==> src/hdl/blps_pkg.sv <==
// ----------------------------------------------------------------------------
// Bresenham line stepper package
// Shared widths, codes and stage types for the line pixel stepper.
// ----------------------------------------------------------------------------
`default_nettype none

package blps_pkg;

	// Coordinate and datapath widths.
	localparam int COORD_BITS  = 11;
	localparam int ERR_BITS    = COORD_BITS + 3;
	localparam int OFFSET_BITS = 25;
	localparam int WORD_BITS   = 24;
	localparam int PITCH_BITS  = 14;
	localparam int LEVEL_BITS  = 8;
	localparam int FMT_BITS    = 2;
	localparam int CFG_IDX_BITS  = 3;
	localparam int CFG_DATA_BITS = 14;

	typedef logic [COORD_BITS-1:0] coord_t;
	typedef logic signed [ERR_BITS-1:0] err_t;

	// Item kinds.
	localparam logic KIND_START   = 1'b0;
	localparam logic KIND_ADVANCE = 1'b1;

	// Pixel format codes.
	localparam logic [FMT_BITS-1:0] FMT_RGB565 = 2'd0;
	localparam logic [FMT_BITS-1:0] FMT_RGB888 = 2'd1;
	localparam logic [FMT_BITS-1:0] FMT_XRGB   = 2'd2;

	// Configuration register indexes.
	localparam logic [CFG_IDX_BITS-1:0] REG_PIXEL_FORMAT = 3'd0;
	localparam logic [CFG_IDX_BITS-1:0] REG_ROW_PITCH    = 3'd1;
	localparam logic [CFG_IDX_BITS-1:0] REG_RED_LEVEL    = 3'd2;
	localparam logic [CFG_IDX_BITS-1:0] REG_GREEN_LEVEL  = 3'd3;
	localparam logic [CFG_IDX_BITS-1:0] REG_BLUE_LEVEL   = 3'd4;

	// Reset values of the configuration registers.
	localparam logic [FMT_BITS-1:0]   FMT_RESET   = FMT_XRGB;
	localparam logic [PITCH_BITS-1:0] PITCH_RESET = 14'd7680;
	localparam logic [LEVEL_BITS-1:0] RED_RESET   = 8'd0;
	localparam logic [LEVEL_BITS-1:0] GREEN_RESET = 8'd255;
	localparam logic [LEVEL_BITS-1:0] BLUE_RESET  = 8'd0;

	// Configuration as seen by the datapath.
	typedef struct packed {
		logic [FMT_BITS-1:0]   fmt;
		logic [PITCH_BITS-1:0] pitch;
		logic [LEVEL_BITS-1:0] red;
		logic [LEVEL_BITS-1:0] green;
		logic [LEVEL_BITS-1:0] blue;
	} blps_cfg_t;

	// Pixel stage between the stepper and the formatter.
	typedef struct packed {
		logic   vld;
		logic   pix_valid;
		coord_t x;
		coord_t y;
		logic   last;
	} blps_pix_t;

endpackage

`default_nettype wire

==> src/hdl/blps_cfg_regs.sv <==
// ----------------------------------------------------------------------------
// Configuration registers
// Holds pixel format, row pitch and drawing colour, written over a
// valid/ready beat. Writes to unknown indexes are dropped.
// ----------------------------------------------------------------------------
`default_nettype none

module blps_cfg_regs (
	input  wire logic                                  clk,
	input  wire logic                                  arst_n,
	input  wire logic                                  cfg_valid,
	output logic                                       cfg_ready,
	input  wire logic [blps_pkg::CFG_IDX_BITS-1:0]     cfg_index,
	input  wire logic [blps_pkg::CFG_DATA_BITS-1:0]    cfg_data,
	output blps_pkg::blps_cfg_t                        cfg
);
	import blps_pkg::*;

	blps_cfg_t cfg_q;

	// The register file never pushes back.
	assign cfg_ready = 1'b1;
	assign cfg       = cfg_q;

	// Register writes, each value cut to its register width.
	always_ff @(posedge clk or negedge arst_n) begin
		if (!arst_n) begin
			cfg_q.fmt   <= FMT_RESET;
			cfg_q.pitch <= PITCH_RESET;
			cfg_q.red   <= RED_RESET;
			cfg_q.green <= GREEN_RESET;
			cfg_q.blue  <= BLUE_RESET;
		end else if (cfg_valid && cfg_ready) begin
			case (cfg_index)
				REG_PIXEL_FORMAT: cfg_q.fmt   <= cfg_data[FMT_BITS-1:0];
				REG_ROW_PITCH:    cfg_q.pitch <= cfg_data[PITCH_BITS-1:0];
				REG_RED_LEVEL:    cfg_q.red   <= cfg_data[LEVEL_BITS-1:0];
				REG_GREEN_LEVEL:  cfg_q.green <= cfg_data[LEVEL_BITS-1:0];
				REG_BLUE_LEVEL:   cfg_q.blue  <= cfg_data[LEVEL_BITS-1:0];
				default: ;
			endcase
		end
	end

endmodule

`default_nettype wire

==> src/hdl/blps_stepper.sv <==
// ----------------------------------------------------------------------------
// Line stepper
// Holds the Bresenham state, sets up a line on a start beat and takes one
// error step on an advance beat, handing the pixel on in a stage register.
// ----------------------------------------------------------------------------
`default_nettype none

module blps_stepper (
	input  wire logic             clk,
	input  wire logic             arst_n,
	input  wire logic             item_valid,
	output logic                  item_stall,
	input  wire logic             kind,
	input  wire blps_pkg::coord_t start_x,
	input  wire blps_pkg::coord_t start_y,
	input  wire blps_pkg::coord_t end_x,
	input  wire blps_pkg::coord_t end_y,
	input  wire logic             s1_take,
	output blps_pkg::blps_pix_t   pix_s1
);
	import blps_pkg::*;

	// Line state.
	logic   active_q;
	coord_t pos_x_q;
	coord_t pos_y_q;
	coord_t major_end_q;
	coord_t dmaj_q;
	coord_t dmin_q;
	err_t   err_q;
	logic   neg_q;
	logic   steep_q;

	// Next state.
	logic   active_d;
	coord_t pos_x_d;
	coord_t pos_y_d;
	coord_t major_end_d;
	coord_t dmaj_d;
	coord_t dmin_d;
	err_t   err_d;
	logic   neg_d;
	logic   steep_d;

	blps_pix_t s1_d;
	blps_pix_t s1_q;
	logic      s1_open;
	logic      accept;

	// Setup temporaries.
	coord_t adx;
	coord_t ady;
	logic   swap;
	coord_t sx;
	coord_t sy;
	coord_t ex;
	coord_t ey;

	// The stage takes a beat when it is empty or drains this cycle.
	assign s1_open    = !s1_q.vld || s1_take;
	assign item_stall = !s1_open;
	assign accept     = item_valid && s1_open;
	assign pix_s1     = s1_q;

	// Line setup and error step.
	always_comb begin
		active_d    = active_q;
		pos_x_d     = pos_x_q;
		pos_y_d     = pos_y_q;
		major_end_d = major_end_q;
		dmaj_d      = dmaj_q;
		dmin_d      = dmin_q;
		err_d       = err_q;
		neg_d       = neg_q;
		steep_d     = steep_q;
		adx  = (end_x >= start_x) ? end_x - start_x : start_x - end_x;
		ady  = (end_y >= start_y) ? end_y - start_y : start_y - end_y;
		swap = 1'b0;
		sx   = start_x;
		sy   = start_y;
		ex   = end_x;
		ey   = end_y;
		s1_d = '0;
		s1_d.vld = 1'b1;

		if (kind == KIND_START) begin
			// Pick the major axis and order the endpoints along it.
			steep_d = (ady >= adx);
			swap    = steep_d ? (start_y > end_y) : (start_x > end_x);
			sx = swap ? end_x : start_x;
			sy = swap ? end_y : start_y;
			ex = swap ? start_x : end_x;
			ey = swap ? start_y : end_y;
			pos_x_d = sx;
			pos_y_d = sy;
			if (steep_d) begin
				major_end_d = ey;
				dmaj_d      = ady;
				dmin_d      = adx;
				neg_d       = (ex < sx);
			end else begin
				major_end_d = ex;
				dmaj_d      = adx;
				dmin_d      = ady;
				neg_d       = (ey < sy);
			end
			err_d    = $signed({2'b00, dmin_d, 1'b0}) - $signed({3'b000, dmaj_d});
			active_d = ((steep_d ? sy : sx) != major_end_d);
			s1_d.pix_valid = 1'b1;
			s1_d.x         = pos_x_d;
			s1_d.y         = pos_y_d;
			s1_d.last      = !active_d;
		end else if (active_q) begin
			// Minor step when the error is positive, then the major step.
			if (err_q > 0) begin
				if (steep_q) begin
					pos_x_d = neg_q ? pos_x_q - coord_t'(1) : pos_x_q + coord_t'(1);
				end else begin
					pos_y_d = neg_q ? pos_y_q - coord_t'(1) : pos_y_q + coord_t'(1);
				end
				err_d = err_q - $signed({2'b00, dmaj_q, 1'b0});
			end
			err_d = err_d + $signed({2'b00, dmin_q, 1'b0});
			if (steep_q) begin
				pos_y_d = pos_y_q + coord_t'(1);
			end else begin
				pos_x_d = pos_x_q + coord_t'(1);
			end
			active_d = ((steep_q ? pos_y_d : pos_x_d) != major_end_q);
			s1_d.pix_valid = 1'b1;
			s1_d.x         = pos_x_d;
			s1_d.y         = pos_y_d;
			s1_d.last      = !active_d;
		end
	end

	// State registers, updated on every accepted beat.
	always_ff @(posedge clk or negedge arst_n) begin
		if (!arst_n) begin
			active_q    <= 1'b0;
			pos_x_q     <= '0;
			pos_y_q     <= '0;
			major_end_q <= '0;
			dmaj_q      <= '0;
			dmin_q      <= '0;
			err_q       <= '0;
			neg_q       <= 1'b0;
			steep_q     <= 1'b0;
		end else if (accept) begin
			active_q    <= active_d;
			pos_x_q     <= pos_x_d;
			pos_y_q     <= pos_y_d;
			major_end_q <= major_end_d;
			dmaj_q      <= dmaj_d;
			dmin_q      <= dmin_d;
			err_q       <= err_d;
			neg_q       <= neg_d;
			steep_q     <= steep_d;
		end
	end

	// Pixel stage register.
	always_ff @(posedge clk or negedge arst_n) begin
		if (!arst_n) begin
			s1_q <= '0;
		end else if (s1_open) begin
			if (accept) begin
				s1_q <= s1_d;
			end else begin
				s1_q.vld <= 1'b0;
			end
		end
	end

`ifndef SYNTHESIS
	// A pixel waiting on the formatter stays put.
	a_s1_hold: assert property (@(posedge clk) disable iff (!arst_n)
		s1_q.vld && !s1_take |=> $stable(s1_q))
		else $error("stepper stage changed while blocked");

	// The last flag of a pixel matches the line going inactive.
	a_last_ends_line: assert property (@(posedge clk) disable iff (!arst_n)
		accept |=> (!s1_q.pix_valid || (active_q != s1_q.last)))
		else $error("last flag disagrees with line state");

	// An advance with no line produces an empty pixel.
	a_idle_advance: assert property (@(posedge clk) disable iff (!arst_n)
		accept && kind == KIND_ADVANCE && !active_q |=> !s1_q.pix_valid)
		else $error("pixel emitted with no active line");

	// The error term stays within twice the largest delta.
	a_err_range: assert property (@(posedge clk) disable iff (!arst_n)
		!active_q || ((err_q <= $signed({2'b00, dmin_q, 1'b0}))
			&& (err_q >= -$signed({2'b00, dmaj_q, 1'b0}))))
		else $error("error term out of range");
`endif

endmodule

`default_nettype wire

==> src/hdl/blps_formatter.sv <==
// ----------------------------------------------------------------------------
// Pixel formatter
// Turns a stepped pixel into its framebuffer byte offset and packed colour
// word and holds the result in the output register.
// ----------------------------------------------------------------------------
`default_nettype none

module blps_formatter (
	input  wire logic                                 clk,
	input  wire logic                                 arst_n,
	input  wire blps_pkg::blps_cfg_t                  cfg,
	input  wire blps_pkg::blps_pix_t                  pix_s1,
	output logic                                      s1_take,
	output logic                                      result_valid,
	input  wire logic                                 result_stall,
	output logic                                      pixel_valid,
	output blps_pkg::coord_t                          pixel_x,
	output blps_pkg::coord_t                          pixel_y,
	output logic [blps_pkg::OFFSET_BITS-1:0]          byte_offset,
	output logic [blps_pkg::WORD_BITS-1:0]            pixel_word,
	output logic                                      last_pixel
);
	import blps_pkg::*;

	logic                                 res_vld_q;
	logic                                 pix_valid_q;
	coord_t                               x_q;
	coord_t                               y_q;
	logic [OFFSET_BITS-1:0]               offset_q;
	logic [WORD_BITS-1:0]                 word_q;
	logic                                 last_q;

	logic [OFFSET_BITS-1:0]               x_ext;
	logic [OFFSET_BITS-1:0]               x_term;
	logic [COORD_BITS+PITCH_BITS-1:0]     y_prod;
	logic [OFFSET_BITS-1:0]               offset_d;
	logic [WORD_BITS-1:0]                 word_d;

	// The output register takes a beat when empty or being drained.
	assign s1_take = !res_vld_q || !result_stall;

	// Byte offset: x scaled by bytes per pixel plus y times row pitch.
	always_comb begin
		x_ext = OFFSET_BITS'(pix_s1.x);
		case (cfg.fmt)
			FMT_RGB565: x_term = x_ext << 1;
			FMT_RGB888: x_term = x_ext + (x_ext << 1);
			default:    x_term = x_ext << 2;
		endcase
		y_prod   = pix_s1.y * cfg.pitch;
		offset_d = x_term + OFFSET_BITS'(y_prod);
	end

	// Colour word for the configured format.
	always_comb begin
		case (cfg.fmt)
			FMT_RGB565: word_d = {8'd0, cfg.red[7:3], cfg.green[7:2], cfg.blue[7:3]};
			default:    word_d = {cfg.red, cfg.green, cfg.blue};
		endcase
	end

	// Output valid.
	always_ff @(posedge clk or negedge arst_n) begin
		if (!arst_n) begin
			res_vld_q <= 1'b0;
		end else if (s1_take) begin
			res_vld_q <= pix_s1.vld;
		end
	end

	// Output payload; an empty pixel reads as all zeros.
	always_ff @(posedge clk) begin
		if (s1_take && pix_s1.vld) begin
			pix_valid_q <= pix_s1.pix_valid;
			x_q         <= pix_s1.x;
			y_q         <= pix_s1.y;
			last_q      <= pix_s1.last;
			offset_q    <= pix_s1.pix_valid ? offset_d : '0;
			word_q      <= pix_s1.pix_valid ? word_d : '0;
		end
	end

	assign result_valid = res_vld_q;
	assign pixel_valid  = pix_valid_q;
	assign pixel_x      = x_q;
	assign pixel_y      = y_q;
	assign byte_offset  = offset_q;
	assign pixel_word   = word_q;
	assign last_pixel   = last_q;

endmodule

`default_nettype wire

==> src/hdl/bresenham_line_pixel_stepper.sv <==
// ----------------------------------------------------------------------------
// Bresenham line pixel stepper
// Pipeline: two register stages; a result moves from the stepper's pixel stage
// register into the formatter's output register, and result_stall can hold both.
// Throughput: one item per cycle while item_stall is low; the Bresenham state
// updates in the same cycle an item is taken, so advances run back to back.
// Reset: arst_n clears the line state and both stage valids at once and
// loads the register defaults (32-bit format, pitch 7680, green colour).
// ----------------------------------------------------------------------------
`default_nettype none

module bresenham_line_pixel_stepper (
	input  wire logic                                 clk,
	input  wire logic                                 arst_n,
	// Item channel
	input  wire logic                                 item_valid,
	output logic                                      item_stall,
	input  wire logic                                 kind,
	input  wire blps_pkg::coord_t                     start_x,
	input  wire blps_pkg::coord_t                     start_y,
	input  wire blps_pkg::coord_t                     end_x,
	input  wire blps_pkg::coord_t                     end_y,
	// Result channel
	output logic                                      result_valid,
	input  wire logic                                 result_stall,
	output logic                                      pixel_valid,
	output blps_pkg::coord_t                          pixel_x,
	output blps_pkg::coord_t                          pixel_y,
	output logic [blps_pkg::OFFSET_BITS-1:0]          byte_offset,
	output logic [blps_pkg::WORD_BITS-1:0]            pixel_word,
	output logic                                      last_pixel,
	// Configuration channel
	input  wire logic                                 cfg_valid,
	output logic                                      cfg_ready,
	input  wire logic [blps_pkg::CFG_IDX_BITS-1:0]    cfg_index,
	input  wire logic [blps_pkg::CFG_DATA_BITS-1:0]   cfg_data
);
	import blps_pkg::*;

	blps_cfg_t cfg;
	blps_pix_t pix_s1;
	logic      s1_take;

	// Configuration registers.
	blps_cfg_regs u_cfg (
		.clk       (clk),
		.arst_n    (arst_n),
		.cfg_valid (cfg_valid),
		.cfg_ready (cfg_ready),
		.cfg_index (cfg_index),
		.cfg_data  (cfg_data),
		.cfg       (cfg)
	);

	// Bresenham state and first stage.
	blps_stepper u_stepper (
		.clk        (clk),
		.arst_n     (arst_n),
		.item_valid (item_valid),
		.item_stall (item_stall),
		.kind       (kind),
		.start_x    (start_x),
		.start_y    (start_y),
		.end_x      (end_x),
		.end_y      (end_y),
		.s1_take    (s1_take),
		.pix_s1     (pix_s1)
	);

	// Address and colour, output register.
	blps_formatter u_formatter (
		.clk          (clk),
		.arst_n       (arst_n),
		.cfg          (cfg),
		.pix_s1       (pix_s1),
		.s1_take      (s1_take),
		.result_valid (result_valid),
		.result_stall (result_stall),
		.pixel_valid  (pixel_valid),
		.pixel_x      (pixel_x),
		.pixel_y      (pixel_y),
		.byte_offset  (byte_offset),
		.pixel_word   (pixel_word),
		.last_pixel   (last_pixel)
	);

endmodule

`default_nettype wire
==> config.mk <==
export PLATFORM = sky130hd
export DESIGN_NAME = bresenham_line_pixel_stepper
export DESIGN_NICKNAME = d
export VERILOG_FILES = /design/src/hdl/blps_pkg.sv /design/src/hdl/blps_cfg_regs.sv /design/src/hdl/blps_stepper.sv /design/src/hdl/blps_formatter.sv /design/src/hdl/bresenham_line_pixel_stepper.sv
export SDC_FILE = /design/constraint.sdc
export NUM_CORES = 1
export LEC_CHECK = 0
export ABC_CLOCK_PERIOD_IN_PS = 7000
export BUFFER_PORTS_ARGS = -buffer_cell sky130_fd_sc_hd__buf_2
export CORE_MARGIN = 3
export CORE_UTILIZATION = 61
export DETAILED_ROUTE_END_ITERATION = 7
export HOLD_SLACK_MARGIN = 0.1
export PLACE_DENSITY = 0.8
export SYNTH_ARGS = -nofsm -noshare
export SYNTH_HDL_FRONTEND = slang
export SYNTH_HIERARCHICAL = 1
export SYNTH_SLANG_ARGS = --single-unit
==> constraint.sdc <==
create_clock -name clk -period 7 [get_ports clk]
set_input_delay 0.7 -clock clk [delete_from_list [all_inputs] [get_ports clk]]
set_output_delay 0.7 -clock clk [all_outputs]
set_load 0.005 [all_outputs]
==> metrics.csv, run 1 <==
metric,value,unit
finClkSkew,0.0127,ns
ant_nets,0,
drtPass1Iterations,8,
grt_use_total,0.314,
cp_max_fo,11,
outcome,"finished, violations left",
clockRootBuffer,clkbuf_16,
vias,17900,
pre_cts_slack,-0.108,ns
violations,DRC,
clockBufferDepth,3,
grt_pass1_vias,17900,
cp.arrival,6.94,ns
cp-start-kind,primary input,
yosys_warnings,6,
fp.dieH,191,µm
die_area,0.0366,mm²
synth_seq_cells,211,
drt-total-wl,57200,µm
cts.clk_slew.worst_paths,0.06,ns
syn_avg_cell_area,8.82,µm²
synth_top_area_frac,0.150,
grt_pass1_wl,92500,µm
worst_slew_pin_slew,1.18,ns
max_freq,153,MHz
numCtsBuffers,24,
hold_violations,0,
synthesis.area,0.0209,mm²
timing.final.ws_setup,0.462,ns
gr-total-overflow,0,
critPathMaxStageDelay,0.49,ns
clk_latency,0.53,ns
hp-class,primary input to asynchronous set/reset pin,
diodes,0,
slew_viol_final,0,
tritoncts,yes,
fin_crit_sh,0.934,
dp_hpwl,44900,µm
portBuffers,141,
grt_max_degree,82,
area_growth,10.3,%
synth_cells,2371,
cp_common_cell,a21oi_1,
finalSetupViolations,0,
crit_path_top_delay_cell,ha_1,
synth_area_leader_cell,dfrtp_1,
worstPathRequired,7.40,ns
gp_congestion,0.985,
wl_per_cell,19.3,µm
cts-htree-levels,1,
rows,67,
maxCapViolations,0,
ys.flop_type,dfrtp_1,
initial_core_util,0.621,
ys_seq_area_frac,0.271,
async_flop_share,0.654,
core_area,0.0337,mm²
antenna_found_initial,1,
clkSinkCount,211,
period_needed,6.54,ns
layout.nets,2847,
ys_top_cells_by_area,"dfrtp_1 (15%), fa_1 (12%), edfxtp_1 (10%)",
viasPerCell,6.04,
pin_count,143,
drt_first_iter_violations,1868,
critical_path_class,primary input to flop,
slew_headroom,0.211,
drc,1,
synth_edf_count,73,
syn_nets,2729,
rsz0062_at_grt,no,
layout-drive-gt1-share,0.148,
die_w,191,µm
end_kind,flop,
synth_cell_types,105,
cts_setup_buffers,0,
## cells in the final DEF (no fill, tap or decap), drive strengths merged, types with 12 or more instances in the layout
cell and n:
a211oi 45, a21boi 20, a21o 69, a21oi 112, a31oi 19, and2 75, and3 19, buf 218
clkbuf 31, dfrtp 125, dfstp 13, edfxtp 73, fa 128, ha 163, inv 248, mux2 48
mux2i 30, nand2 352, nand2b 19, nand3 39, nor2 134, nor2b 21, nor3 43, o211ai 26
o21ai 108, o21bai 12, o22ai 18, xnor2 75, xor2 47
## area by class of cell
class,count,area (µm²)
Tap cell,448,561
Timing Repair Buffer,218,1290
Clock inverter,13,148
Inverter,245,920
Sequential cell,211,5660
Clock buffer,31,677
Fill cell,2741,10600
Multi-Input combinational cell,1789,13800
## path summary, 6_finish.rpt
kind,cells after the start,from,slack [ns],end
max in group asynchronous,2,arst_n,5.55,u_cfg/cfg[37]$_DFFE_PN0P_
worst min register to register,2,u_stepper/dmaj_q[9]$_DFFE_PN0P_,0.49,u_stepper/dmaj_q[9]$_DFFE_PN0P_
worst min-delay path,1,arst_n,0.22,u_stepper/dmin_q[9]$_DFFE_PN0P_
worst max-delay path,30,start_y[9],0.46,u_stepper/err_q[12]$_DFFE_PN0P_
worst max register to register,23,u_stepper/pix_s1[13]$_DFFE_PN0P_,0.46,u_formatter/byte_offset[20]$_SDFFCE_PN0P_
min in group clk,2,cfg_data[12],0.40,u_cfg/cfg[36]$_DFFE_PN1P_
## synthesized netlist by cell type, types with 6 or more instances
cell type and number:
clkbuf_1 94, a221oi_1 7, nand3_1 39, a211oi_1 40, o22ai_1 18, a311oi_1 8
xnor2_1 75, inv_1 245, a211o_1 7, nor4_1 6, and2_1 75, fa_1 128
buf_2 21, mux2_4 10, nand2_1 352, nor2b_1 20, o21bai_1 11, o21ai_1 16
mux2_2 38, a21oi_1 111, nor3_1 40, o21ai_0 90, ha_1 163, dfstp_2 13
nand2b_1 19, o211ai_1 26, a21boi_0 18, o221ai_1 9, and3_1 19, nor2_1 133
a21o_1 68, a31oi_1 17, mux2i_1 30, o21a_1 8, nand3b_1 6, edfxtp_1 73
buf_1 6, o31ai_1 9, xor2_1 47, dfrtp_1 125, or2_2 8, nand4_1 10
## critical path: cells and delay by family
family,cells,cell delay [ns]
AO/OA/AOI/OAI,16,3.11
adder cells (fa/ha/maj),3,1.08
AND/OR/NAND/NOR,4,0.84
buffers and inverters,5,0.72
multiplexers,1,0.32
XOR/XNOR,1,0.16
## metrics by stage
step                      instances  TNS (ns)   util  cell area, µm²  hold slack (ns)
final                          2955         0  0.685           23100            0.219
after global routing           2955         0  0.685           23100            0.284
after CTS                      2955         0  0.685           23100            0.243
after detailed placement       2911    -0.201  0.661           22300            0.475
after global placement         2911         0  0.661           22300            0.466
after floorplan                2371         0      -           20900            0.404
## sequential cells by signal, indices dropped and copies added, names as in the netlist
| register | cells |
|---|---|
| u_stepper/pos_y_q | 11 |
| u_formatter/pixel_valid | 1 |
| u_stepper/major_end_q | 11 |
| u_formatter/result_valid | 1 |
| u_formatter/byte_offset | 25 |
| u_formatter/pixel_x | 11 |
| u_formatter/pixel_word | 24 |
| u_stepper/err_q | 14 |
| u_stepper/neg_q | 1 |
| u_stepper/active_q | 1 |
| u_cfg/cfg | 40 |
| u_stepper/steep_q | 1 |
| u_stepper/pix_s1 | 25 |
| u_stepper/dmin_q | 11 |
| u_formatter/last_pixel | 1 |
| u_stepper/pos_x_q | 11 |
| u_stepper/dmaj_q | 11 |
| u_formatter/pixel_y | 11 |
## routing by layer
metal | part of all wire | up-vias | routed length, µm | global-route usage
met5 | 0.00023 | - | 13 | 0
met4 | 0.034 | 2 | 1920 | 0.110
met3 | 0.068 | 132 | 3870 | 0.0383
met2 | 0.48 | 755 | 27400 | 0.533
met1 | 0.42 | 8619 | 24000 | 0.419
li1 | - | 8346 | - | -
## cells by family (layout without fill, tap and decap cells)
kind of cell               count (synthesis)  in the layout  share of synthesized area
and+or+nand+nor                          763            763                      0.170
AOI/OAI and AO/OA                        531            531                      0.175
buffers and inverters                    371            507                     0.0696
xor gates and xnor gates                 122            122                     0.0511
other                                      1              1                   0.000179
muxes                                     79             79                     0.0431
adders and majority gates                293            293                      0.221
DFF                                      211            211                      0.271
## repair_timing
item | CTS | global route
hold buffers | 0 | 0
gates resized for setup | 0 | 1
endpoints found under the setup margin | 0 | 2
Power of run 1 is left out: the tool's default activity adds up to more than one toggle a clock period on the data nets, which glitch-free logic cannot reach.
==> run 2: changes to the inputs <==
BUFFER_PORTS_ARGS = not set   (was -buffer_cell sky130_fd_sc_hd__buf_2)
DONT_BUFFER_PORTS = 1   (was not set)
PLACE_DENSITY = 0.77   (was 0.8)
==> run 2 against run 1 <==
  * Critical path depth is 7 lower
  * Via count down 3.2%
  * Register-to-register slack got worse by 0.07 ns
  * Flip-flop and latch count unchanged
  * Final area decreased by 2.5%
  * Utilization down 1.7 points
  * First-iteration DRC count decreased by 22%
  * The flow now finishes without violations
  * Global-route usage is 0.54 points lower
  * Die area did not move
  * Highest routed layer is now met4
  * Clock-buffer cell count up 4
==> metrics.csv, run 2 (same netlist as run 1, synthesis figures left out) <==
metric,value,unit
outcome,finished clean,
cp_max_fo,7,
slew_viol_final,0,
area_growth,7.55,%
placedCellCount,2785,
critPathMaxStageDelay,0.53,ns
pre_cts_slack,0.0731,ns
register_area,0.00566,mm²
pin_count,143,
numCtsBuffers,24,
rsz0062_at_grt,no,
crit_chain,ha_1 > fa_1 > a21o_1 > a21o_1 > a21bo_1 > a21oi_1 > xnor2_1 > mux2_2 > mux2i_1 > fa_1 > fa_1 > inv_1 > fa_1 > inv_1 > fa_1 > inv_1 > ha_1 > nand3_1 > o31ai_2 > a31oi_1 > o21ai_0 > xor2_1 > and2_1,
hold_violations,0,
critical_path_class,flop to flop,
die_w,191,µm
cp_common_cell,fa_1,
clockBufferDepth,3,
initial_core_util,0.621,
gp_congestion,0.959,
finClkSkew,0.0220,ns
cp.depth,23,
holdBufCountCts,1,
worstPathBufferInverterCount,3,
fin_setup_tns,0,ns
portBuffers,0,
viasPerCell,6.11,
finalNonFillerCells,2830,
reg2reg_depth,23,
cp.arrival,6.91,ns
cts.clk_slew.worst_paths,0.06,ns
dp_hpwl,43800,µm
holdWs,0.0708,ns
grt_pass1_vias,17400,
clkSinkCount,211,
grt_max_degree,139,
die_area,0.0366,mm²
rows,67,
grt_use_total,0.309,
ant_nets,0,
vias,17300,
final_common_cell,nand2_1,
cts-htree-levels,1,
cp-start-kind,flop,
multi_input_area,0.0138,mm²
worst_slew_pin_slew,1.20,ns
fp.dieH,191,µm
drtPass1Iterations,8,
timing.final.ws_setup,0.389,ns
maxCapViolations,0,
period_needed,6.61,ns
tritoncts,yes,
diodes,0,
layout.nets,2722,
antenna_found_initial,0,
drt_first_iter_violations,1458,
grt_pass1_wl,90600,µm
fin_crit_sh,0.944,
clk_latency,0.54,ns
gr-total-overflow,0,
finalSetupViolations,0,
clockRootBuffer,clkbuf_16,
hp-class,primary input to asynchronous set/reset pin,
largest_register_ffs,40,
crit_path_top_delay_cell,fa_1,
final_cell_mix,"nand2_1 (352), inv_1 (245), ha_1 (163)",
cts_resized,0,
fillCellCount,2813,
worstPathRequired,7.29,ns
end_kind,flop,
core_area,0.0337,mm²
max_freq,151,MHz
layout-drive-gt1-share,0.0999,
wl_per_cell,19.9,µm
drt-total-wl,56200,µm
critPathTopFamily,adder cells,
slew_headroom,0.196,
cts_setup_buffers,0,
drc,0,
run 2: changes by cell type in the layout (fill, tap and decap cells not counted), moves of 2 or more:
cell      delta
buf_4       +14
clkinv_4     -3
clkbuf_1     +5
clkbuf_8     -2
clkinv_2     -2
clkinv_1     +2
buf_2      -140
run 2: stage by stage:
stage	cell area, µm²	util
2_1_floorplan	20900	-
3_3_place_gp	21700	0.643
3_5_place_dp	21700	0.643
4_1_cts	22500	0.668
5_1_grt	22500	0.668
6_report	22500	0.668
run 2: final cells by class:
cell class                      instances  area share
Timing Repair Buffer                   93      0.0325
Clock inverter                          9     0.00473
Multi-Input combinational cell       1789       0.615
Sequential cell                       211       0.252
Tap cell                              448      0.0249
Inverter                              245      0.0409
Clock buffer                           35      0.0308
run 2: metal layers:
layer,vias up,share of wire,global-route usage
met5,-,0,0
met1,8422,0.42,0.403
met4,0,0.038,0.121
met3,97,0.068,0.0502
li1,8098,-,-
met2,669,0.47,0.518
run 2: worst register-to-register path, delay by kind of cell, from the launching register on:
kind                       cells  cell delay, ns
AOI/OAI and AO/OA              7            1.79
buffers and inverters          3            0.14
and+or+nand+nor                2            0.28
DFF                            1            0.47
adders and majority gates      7            3.04
muxes                          2            0.44
xor gates and xnor gates       2            0.21
run 2: path summary, 6_finish.rpt:
kind,startpoint,end,slack (ns)
worst max-delay path,u_stepper/pix_s1[13]$_DFFE_PN0P_,u_formatter/byte_offset[22]$_SDFFCE_PN0P_,0.39
worst min-delay path,arst_n,u_cfg/cfg[6]$_DFFE_PN0P_,0.07
worst max register to register,u_stepper/pix_s1[13]$_DFFE_PN0P_,u_formatter/byte_offset[22]$_SDFFCE_PN0P_,0.39
worst min register to register,u_stepper/dmaj_q[3]$_DFFE_PN0P_,u_stepper/dmaj_q[3]$_DFFE_PN0P_,0.49
max in group asynchronous,arst_n,u_cfg/cfg[26]$_DFFE_PN0P_,6.31
min in group clk,item_valid,u_stepper/pix_s1[24]$_DFFE_PN0N_,0.28
Power of run 2 is left out for the same reason.
